File: config.mk
export PLATFORM = sky130hd
export DESIGN_NAME = multichannel_servo_ramp_pulse
export DESIGN_NICKNAME = d
export VERILOG_FILES = /design/src/design/msrp_pkg.sv /design/src/design/multichannel_servo_ramp_pulse.sv /design/src/design/msrp_ram.sv
export SDC_FILE = /design/constraint.sdc
export NUM_CORES = 2
export LEC_CHECK = 0
export ABC_AREA = 1
export BUFFER_PORTS_ARGS = -buffer_cell sky130_fd_sc_hd__buf_2
export CELL_PAD_IN_SITES_DETAIL_PLACEMENT = 2
export CELL_PAD_IN_SITES_GLOBAL_PLACEMENT = 2
export CORE_ASPECT_RATIO = 1.5
export CORE_MARGIN = 8
export CORE_UTILIZATION = 25
export CTS_BUF_LIST = sky130_fd_sc_hd__clkbuf_4 sky130_fd_sc_hd__clkbuf_8
export DETAILED_ROUTE_END_ITERATION = 10
export PLACE_DENSITY_LB_ADDON = 0.1
export SYNTH_ARGS = -nofsm -noshare
export SYNTH_HDL_FRONTEND = slang
export SYNTH_HIERARCHICAL = 1
export SYNTH_SLANG_ARGS = --single-unit
export TNS_END_PERCENT = 1
File: constraint.sdc
create_clock -name clk_i -period 30 [get_ports clk_i]
set_input_delay 1.5 -clock clk_i [delete_from_list [all_inputs] [get_ports clk_i]]
set_output_delay 1.5 -clock clk_i [all_outputs]
set_load 0.1 [all_outputs]
File: src/design/msrp_pkg.sv
package msrp_pkg;

  typedef enum logic [2:0] {
    FN_TICK   = 3'd0,
    FN_POS    = 3'd1,
    FN_SPIN   = 3'd2,
    FN_CENTER = 3'd3,
    FN_RANGE  = 3'd4
  } func_e;

  // per-channel record held in the state RAM
  typedef struct packed {
    logic [7:0]        cur_angle;
    logic [7:0]        tgt_angle;
    logic [15:0]       ramp_delay;
    logic [7:0]        ramp_step;
    logic              spin_mode;
    logic signed [7:0] spin_speed;
    logic [31:0]       last_step;
    logic [11:0]       center;
    logic [10:0]       range;
  } chan_rec_t;

  localparam int REC_W = $bits(chan_rec_t);

  localparam chan_rec_t RESET_REC = '{
    cur_angle:  8'd90,
    tgt_angle:  8'd90,
    ramp_delay: 16'd15,
    ramp_step:  8'd1,
    spin_mode:  1'b0,
    spin_speed: 8'sd0,
    last_step:  32'd0,
    center:     12'd1500,
    range:      11'd1000
  };

  localparam int unsigned MAX_ANGLE = 180;
  localparam int unsigned MAX_SPEED = 100;
  localparam int unsigned US_MIN    = 500;
  localparam int unsigned US_MAX    = 2500;

  // floor(x/100) = (x*RECIP_100) >> 25, exact for x < 2^18
  localparam logic [18:0] RECIP_100 = 19'd335545;
  localparam int unsigned SH_100    = 25;
  // floor(us*128/625) = (us*RECIP_TK) >> 22, exact for us < 4096
  localparam logic [19:0] RECIP_TK  = 20'd858994;
  localparam int unsigned SH_TK     = 22;
  // floor(x/18) = (x*RECIP_18) >> 17, exact for x < 2^15
  localparam logic [12:0] RECIP_18  = 13'd7282;
  localparam int unsigned SH_18     = 17;

  typedef logic [11:0] ang_tab_t [256];

  function automatic ang_tab_t build_ang_tab();
    ang_tab_t    tab;
    int unsigned aa;
    int unsigned us;
    int unsigned tk;
    for (int a = 0; a < 256; a++) begin
      aa = (a > MAX_ANGLE) ? MAX_ANGLE : a;
      us = 1000 + (aa * 1000) / 180;
      tk = (us * 128) / 625;
      if (tk > 4095) tk = 4095;
      tab[a] = 12'(tk);
    end
    return tab;
  endfunction

  // angle in degrees to PWM off count
  localparam ang_tab_t ANGLE_TICKS = build_ang_tab();

endpackage

File: src/design/multichannel_servo_ramp_pulse.sv
// Multichannel servo pulse controller.
//
// Input channel: an item is taken on a rising edge with start high and busy
// low. func_i selects the command: tick one millisecond, set position (target,
// ramp delay, ramp step), set spin speed, set spin center or set spin range.
// Set commands update one channel's record and give no results; busy is high
// while the record is merged and written back after the item is taken, and the
// next item can be taken once busy falls. Unknown func codes are dropped at
// once and never raise busy.
//
// Result channel: a tick gives one result per channel, channel 0 first, each
// shown for one cycle with out_valid_o high; last_of_run_o marks the final one.
// Each channel passes through three steps (record update, divide-by-100
// multiply, pulse-count multiply); a tick keeps busy high until the last
// channel is done, and each result is registered from its pulse-count step.
// The rate is set by that three-step chain per channel through the record RAM.
//
// Reset: all channel records read as their reset values through per-entry
// valid bits (no clearing pass); the millisecond count returns to zero.
// The receiver cannot stall: every result is taken in the cycle it is shown.
module multichannel_servo_ramp_pulse #(
  parameter int NUM_CHANNELS = 16
) (
  input  logic              clk_i,
  input  logic              rst_ni,
  input  logic              start,
  output logic              busy,
  input  logic [2:0]        func_i,
  input  logic [3:0]        channel_i,
  input  logic signed [9:0] angle_i,
  input  logic [15:0]       step_delay_i,
  input  logic [7:0]        step_size_i,
  input  logic signed [8:0] speed_i,
  input  logic [11:0]       center_us_i,
  input  logic [10:0]       range_us_i,
  output logic              out_valid_o,
  output logic [3:0]        out_channel_o,
  output logic [11:0]       pulse_ticks_o,
  output logic              written_o,
  output logic              last_of_run_o
);

  import msrp_pkg::*;

  localparam int CH_W = (NUM_CHANNELS > 1) ? $clog2(NUM_CHANNELS) : 1;
  localparam logic [CH_W-1:0] LAST_IDX = CH_W'(NUM_CHANNELS - 1);

  typedef enum logic [3:0] {
    S_IDLE = 4'b0001,
    S_EX   = 4'b0010,  // record read back, merge, write
    S_DV   = 4'b0100,  // spin: divide product by 100, clamp pulse
    S_TK   = 4'b1000   // pulse to counts, present result
  } state_e;

  state_e state_q, state_d;

  logic [31:0]       ms_q, ms_d;
  logic [CH_W-1:0]   idx_q, idx_d;
  logic [NUM_CHANNELS-1:0] vld_q;

  // latched command fields
  logic [2:0]        func_q;
  logic signed [9:0] angle_q;
  logic [15:0]       delay_q;
  logic [7:0]        stepsz_q;
  logic signed [8:0] speed_q;
  logic [11:0]       center_in_q;
  logic [10:0]       range_in_q;

  // per-channel pipeline registers
  logic              mode_q;
  logic              due_q;
  logic [11:0]       angt_q;
  logic [17:0]       prod_q;
  logic              neg_q;
  logic [11:0]       center_q;
  logic [11:0]       us_q;

  // result registers
  logic              out_valid_q;
  logic [3:0]        out_ch_q;
  logic [11:0]       out_ticks_q;
  logic              out_wr_q;
  logic              out_last_q;

  logic              accept;
  logic [CH_W-1:0]   ch_eff;
  logic [CH_W-1:0]   raddr;
  logic [REC_W-1:0]  rd_data;
  logic              ram_we;
  chan_rec_t         rec;
  chan_rec_t         new_rec;

  assign accept = start && !busy;
  assign busy   = (state_q != S_IDLE);

  // commands beyond the channel count go to channel 0
  assign ch_eff = (32'(channel_i) < NUM_CHANNELS) ? CH_W'(channel_i) : '0;

  // Reads are issued in the cycle before the record is used: on accept for
  // the first entry, and in S_TK for the next channel. The write of an entry
  // always lands before any later read of it, since each entry is written
  // once and busy holds off new items until the write is done.
  always_comb begin
    raddr = idx_q + 1'b1;
    if (state_q == S_IDLE) begin
      raddr = (func_i == FN_TICK) ? '0 : ch_eff;
    end
  end

  assign ram_we = (state_q == S_EX);

  msrp_ram #(
    .WIDTH (REC_W),
    .DEPTH (NUM_CHANNELS)
  ) u_ram (
    .clk_i   (clk_i),
    .we_i    (ram_we),
    .waddr_i (idx_q),
    .wdata_i (new_rec),
    .raddr_i (raddr),
    .rdata_o (rd_data)
  );

  // ---------------- record update ----------------
  logic              due;
  logic [8:0]        up_sum;
  logic [7:0]        dn_diff;
  logic [7:0]        step_cur;
  logic [7:0]        ang_clamp;
  logic [15:0]       delay_fix;
  logic [7:0]        step_fix;
  logic [8:0]        sp_mag;
  logic [24:0]       sp_scaled;
  logic [7:0]        sp_lim;
  logic [6:0]        spd_mag;

  always_comb begin
    rec = vld_q[idx_q] ? chan_rec_t'(rd_data) : RESET_REC;

    due = (ms_q - rec.last_step) >= {16'd0, rec.ramp_delay};

    // one ramp step toward the target, never past it
    up_sum   = {1'b0, rec.cur_angle} + {1'b0, rec.ramp_step};
    dn_diff  = rec.cur_angle - rec.tgt_angle;
    step_cur = rec.cur_angle;
    if (rec.cur_angle < rec.tgt_angle) begin
      step_cur = (up_sum > {1'b0, rec.tgt_angle}) ? rec.tgt_angle : up_sum[7:0];
    end else if (rec.cur_angle > rec.tgt_angle) begin
      step_cur = (rec.ramp_step >= dn_diff) ? rec.tgt_angle
                                            : rec.cur_angle - rec.ramp_step;
    end

    // set-position operands
    if (angle_q < 0) begin
      ang_clamp = 8'd0;
    end else if (angle_q > 10'sd180) begin
      ang_clamp = 8'(MAX_ANGLE);
    end else begin
      ang_clamp = angle_q[7:0];
    end
    delay_fix = (delay_q == 16'd0) ? 16'd1 : delay_q;
    step_fix  = (stepsz_q == 8'd0) ? 8'd1 : stepsz_q;

    // speed beyond 100 percent: round(|s|*5/9), halves away from zero, capped at 100
    sp_mag    = speed_q[8] ? 9'(-speed_q) : 9'(speed_q);
    sp_scaled = ((25'(sp_mag) * 25'd10 + 25'd9) * 25'(RECIP_18)) >> SH_18;
    if (sp_mag <= 9'(MAX_SPEED)) begin
      sp_lim = 8'(sp_mag);
    end else if (sp_scaled > 25'(MAX_SPEED)) begin
      sp_lim = 8'(MAX_SPEED);
    end else begin
      sp_lim = sp_scaled[7:0];
    end

    // stored spin speed lies within +-100
    spd_mag = rec.spin_speed[7] ? 7'(-rec.spin_speed) : 7'(rec.spin_speed);

    new_rec = rec;
    case (func_q)
      FN_TICK: begin
        if (!rec.spin_mode && due) begin
          new_rec.last_step = ms_q;
          new_rec.cur_angle = step_cur;
        end
      end
      FN_POS: begin
        new_rec.spin_mode  = 1'b0;
        new_rec.tgt_angle  = ang_clamp;
        new_rec.ramp_delay = delay_fix;
        new_rec.ramp_step  = step_fix;
      end
      FN_SPIN: begin
        new_rec.spin_mode  = 1'b1;
        new_rec.spin_speed = speed_q[8] ? -$signed(sp_lim) : $signed(sp_lim);
      end
      FN_CENTER: new_rec.center = center_in_q;
      FN_RANGE:  new_rec.range  = range_in_q;
      default:   new_rec = rec;
    endcase
  end

  // ---------------- spin pulse arithmetic ----------------
  logic [36:0]        quot_full;
  logic [10:0]        quot;
  logic signed [13:0] us_raw;
  logic [11:0]        us_clamp;
  logic [31:0]        tk_full;
  logic [11:0]        tk_spin;

  always_comb begin
    quot_full = (37'(prod_q) * 37'(RECIP_100)) >> SH_100;
    quot      = quot_full[10:0];
    us_raw    = neg_q ? $signed({2'b00, center_q}) - $signed({3'b000, quot})
                      : $signed({2'b00, center_q}) + $signed({3'b000, quot});
    if (us_raw < $signed(14'(US_MIN))) begin
      us_clamp = 12'(US_MIN);
    end else if (us_raw > $signed(14'(US_MAX))) begin
      us_clamp = 12'(US_MAX);
    end else begin
      us_clamp = us_raw[11:0];
    end
    tk_full = (32'(us_q) * 32'(RECIP_TK)) >> SH_TK;
    tk_spin = tk_full[11:0];
  end

  // ---------------- sequencer ----------------
  always_comb begin
    state_d = state_q;
    ms_d    = ms_q;
    idx_d   = idx_q;
    unique case (state_q)
      S_IDLE: begin
        if (accept) begin
          case (func_i)
            FN_TICK: begin
              ms_d    = ms_q + 32'd1;
              idx_d   = '0;
              state_d = S_EX;
            end
            FN_POS, FN_SPIN, FN_CENTER, FN_RANGE: begin
              idx_d   = ch_eff;
              state_d = S_EX;
            end
            default: state_d = S_IDLE;
          endcase
        end
      end
      S_EX: state_d = (func_q == FN_TICK) ? S_DV : S_IDLE;
      S_DV: state_d = S_TK;
      S_TK: begin
        if (idx_q == LAST_IDX) begin
          state_d = S_IDLE;
        end else begin
          idx_d   = idx_q + 1'b1;
          state_d = S_EX;
        end
      end
      default: state_d = S_IDLE;
    endcase
  end

  always_ff @(posedge clk_i or negedge rst_ni) begin
    if (!rst_ni) begin
      state_q     <= S_IDLE;
      ms_q        <= '0;
      idx_q       <= '0;
      vld_q       <= '0;
      out_valid_q <= 1'b0;
    end else begin
      state_q     <= state_d;
      ms_q        <= ms_d;
      idx_q       <= idx_d;
      out_valid_q <= (state_q == S_TK);
      if (ram_we) begin
        vld_q[idx_q] <= 1'b1;
      end
    end
  end

  always_ff @(posedge clk_i) begin
    if (accept) begin
      func_q      <= func_i;
      angle_q     <= angle_i;
      delay_q     <= step_delay_i;
      stepsz_q    <= step_size_i;
      speed_q     <= speed_i;
      center_in_q <= center_us_i;
      range_in_q  <= range_us_i;
    end
    if (state_q == S_EX) begin
      mode_q   <= rec.spin_mode;
      due_q    <= due;
      angt_q   <= ANGLE_TICKS[step_cur];
      prod_q   <= 18'(spd_mag) * 18'(rec.range);
      neg_q    <= rec.spin_speed[7];
      center_q <= rec.center;
    end
    if (state_q == S_DV) begin
      us_q <= us_clamp;
    end
    if (state_q == S_TK) begin
      out_ch_q    <= 4'(idx_q);
      out_wr_q    <= mode_q || due_q;
      out_last_q  <= (idx_q == LAST_IDX);
      if (mode_q) begin
        out_ticks_q <= tk_spin;
      end else begin
        out_ticks_q <= due_q ? angt_q : 12'd0;
      end
    end
  end

  assign out_valid_o   = out_valid_q;
  assign out_channel_o = out_ch_q;
  assign pulse_ticks_o = out_ticks_q;
  assign written_o     = out_wr_q;
  assign last_of_run_o = out_last_q;

  // ---------------- checks ----------------
  a_run_busy: assert property (@(posedge clk_i) disable iff (!rst_ni)
    out_valid_o && !last_of_run_o |-> busy)
    else $error("result run ended early");

  a_idle_zero: assert property (@(posedge clk_i) disable iff (!rst_ni)
    out_valid_o && !written_o |-> pulse_ticks_o == 12'd0)
    else $error("unwritten channel carries a pulse");

  a_last_ends: assert property (@(posedge clk_i) disable iff (!rst_ni)
    out_valid_o && last_of_run_o |=> !out_valid_o)
    else $error("results continue after last channel");

  a_tk_result: assert property (@(posedge clk_i) disable iff (!rst_ni)
    state_q == S_TK |=> out_valid_q)
    else $error("channel step lost its result");

endmodule

File: src/design/msrp_ram.sv
module msrp_ram #(
  parameter int WIDTH = 8,
  parameter int DEPTH = 16
) (
  input  logic                                   clk_i,
  input  logic                                   we_i,
  input  logic [((DEPTH > 1) ? $clog2(DEPTH) : 1)-1:0] waddr_i,
  input  logic [WIDTH-1:0]                       wdata_i,
  input  logic [((DEPTH > 1) ? $clog2(DEPTH) : 1)-1:0] raddr_i,
  output logic [WIDTH-1:0]                       rdata_o
);

  logic [WIDTH-1:0] mem_q [DEPTH];
  logic [WIDTH-1:0] rdata_q;

  always_ff @(posedge clk_i) begin
    if (we_i) begin
      mem_q[waddr_i] <= wdata_i;
    end
    rdata_q <= mem_q[raddr_i];
  end

  assign rdata_o = rdata_q;

endmodule
==> results.ini <==
[outcome]
status=completed

[timing]
setup_viol=0
clock_skew_ps=107
setup-tns-final_ps=0
worstMarginPinSlew_ps=1230
min_period_ps=10070
drv_slew=0
rsz0062_at_grt=false
clock.fmax_ghz=0.0993
maxSlewHeadroom_pct=17.4
final_hold_viol_count=0
period_share_pct=33.6

[placed_design]
dpl.hpwl_mm=248
routabilityCongestion=0.775
numPortBuffers=93

[global_routing]
overflow=0
grt_max_degree=163
first_global_vias=88000
grtUsageTotal_pct=17.9
antenna_found_initial=13
grt_pass1_wl_mm=592

[cts]
tritoncts=built
cts_setup_buffers=0
cts_buffers=357
ctsHoldBuffers=0
cts_root_buffer=clkbuf_8
clk_pin_slew_ps=50
insertion_delay_ps=1140
cts_htree_levels=5
clockBufferDepth=4
cts_resized=0
cts_sinks=1964

[synth]
avgSynthCellArea_um2=9.57
syn_area_um2=105000
synthTopCellsByArea=edfxtp_1 52%, nand2_1 11%, inv_1 7.4%, nand3_1 6.9%, ha_1 5.8%
synthCells=11000
yosys_warnings=6
yosysTopAreaCellShare_pct=51.6
synth_seq_area_share_pct=55.0
synth_cell_types=69
synth-edff-count=1803
synth_most_common_cell=nand2_1
synth_top_area_cell=edfxtp_1
synthArstFlopShare_pct=2.90
ys_ff_latch=1964
synth-main-ff-cell=edfxtp_1
ys_top_cells_by_count=3157 x nand2_1, 2074 x inv_1, 1803 x edfxtp_1

[setup_path]
crit_fanout=16
r2r_setup_slack_ps=19930
cpMostUsedCell=nand2_1
arrival_ps=10760
cp_slowest_cell=fa_1
critical_path_class=reg -> reg
max_stage_delay_ps=640
startpoint_type=register
worstPathRequired_ps=30680
endpoint_kind=register

[routing]
drc=0
m1WireLength_mm=170
routed_wl_mm=402
met3_length_mm=9.45
via_per_inst=4.55
top_layer=met4
drt_iter0_drc=2904
met2_length_mm=214
wl_per_cell_um=23.7
antenna_left=0
drt-pass1-iter-count=5
vias=77400

[floorplan]
io_pins=96
core_um2=418000
die_h_um=809
die_w_um=545
row_count=291
die_area_um2=441000
initial_core_util_pct=25.1

[layout]
layout.nets=12000
drive_gt1_share_pct=8.19
syn_to_final_growth_pct=13.2

[hold_path]
holdCritPathClass=reg -> reg

[job]
drv_cap=0

==> cell type report <==
cell class / count / area (um^2)
clock buffers: 518 / 6270
clock inverters: 138 / 836
well taps: 5567 / 6970
repair buffers: 234 / 1710
flip-flops and latches: 1964 / 57700
inverters: 2088 / 7880
multi-input cells: 6500 / 37400
fillers: 46300 / 300000
diodes: 3 / 7.51
==> metrics by stage <==
stage / setup slack (ps) / utilization (%) / cell area, um^2 / instances / hold WS, ps
5_1_grt: 19160 / 28.4 / 119000 / 17000 / 430
3_5_place_dp: 19790 / 26.7 / 112000 / 16400 / 452
6_report: 19930 / 28.4 / 119000 / 17000 / 459
4_1_cts: 19700 / 28.4 / 119000 / 17000 / 359
2_1_floorplan: 20310 / - / 105000 / 11000 / 424
3_3_place_gp: 19780 / 26.7 / 112000 / 16400 / 438
==> routing by layer <==
layer,vias up,track usage [%]
met3,514,1.93
met1,40300,21.4
li1,35600,-
met2,871,34.3
met4,0,4.09
met5,-,0
==> worst paths after layout <==
path / from / to / cells after the start
hold reg to reg: vld_q[1] / vld_q[1] / 2
setup / recovery: speed_q[0] / u_ram/mem_q[8][57] / 40
setup reg to reg: speed_q[0] / u_ram/mem_q[8][57] / 40
max in group asynchronous: rst_ni / ms_q[24] / 1
hold / removal: vld_q[1] / vld_q[1] / 2
min in group asynchronous: rst_ni / ms_q[29] / 1
==> flip-flops by register name, summed over array words and instances, names as in the netlist, 3 cells and up <==
signal / count
ms_q: 32
center_in_q: 12
angle_q: 10
idx_q: 4
pulse_ticks_o: 10
prod_q: 18
us_q: 12
u_ram/mem_q: 1664
speed_q: 9
stepsz_q: 8
vld_q: 16
delay_q: 16
center_q: 12
state_q: 4
range_in_q: 11
func_q: 3
angt_q: 9
u_ram/rdata_o: 104
out_channel_o: 4
==> layout by cell type (no fill, tap or decap), types with 14 or more instances in the layout <==
cell type	netlist	final
buf_4	61	127
a21oi_1	184	184
ha_1	483	483
dfrtp_1	56	56
o21ai_0	166	146
clkbuf_4	0	138
nand3_1	1454	1454
clkinv_2	0	32
o21bai_1	25	25
nor2_1	294	277
a21o_1	20	20
xnor2_1	43	43
o21ai_1	14	30
fa_1	269	269
buf_12	0	15
edfxtp_1	1803	1803
clkinv_1	0	75
clkbuf_8	0	380
xor2_1	107	107
or2_2	14	14
nor2_4	4	22
nor3_1	33	31
dfxtp_1	104	104
nand2_1	3157	3154
o211ai_1	20	20
nand4_1	38	38
buf_2	177	92
inv_1	2074	2071
nor4_1	19	18
==> worst max-delay path, delay by kind of cell (launching register included) <==
family | cells | cell delay [ps]
compound gates | 3 | 1080
flops | 1 | 510
buf+inv | 4 | 420
simple gates | 23 | 3140
fa+ha+maj | 9 | 3900
xor+xnor | 1 | 630
==> kinds of logic (layout without fill, tap and decap cells) <==
| logic type | count (synthesis) | in the layout | synth area share (%) |
|---|---|---|---|
| buffers and inverters | 2501 | 2978 | 9.60 |
| adder cells (fa/ha/maj) | 752 | 752 | 10.9 |
| AO/OA/AOI/OAI | 502 | 502 | 2.74 |
| multiplexers | 16 | 16 | 0.168 |
| other | 1 | 9 | 0.00358 |
| flip-flops | 1964 | 1964 | 55.0 |
| AND/OR/NAND/NOR | 5073 | 5073 | 20.4 |
| XOR/XNOR | 151 | 151 | 1.27 |
Power is not shown: default switching activity piles up to over one toggle a cycle in this logic, so the estimate is an artifact.
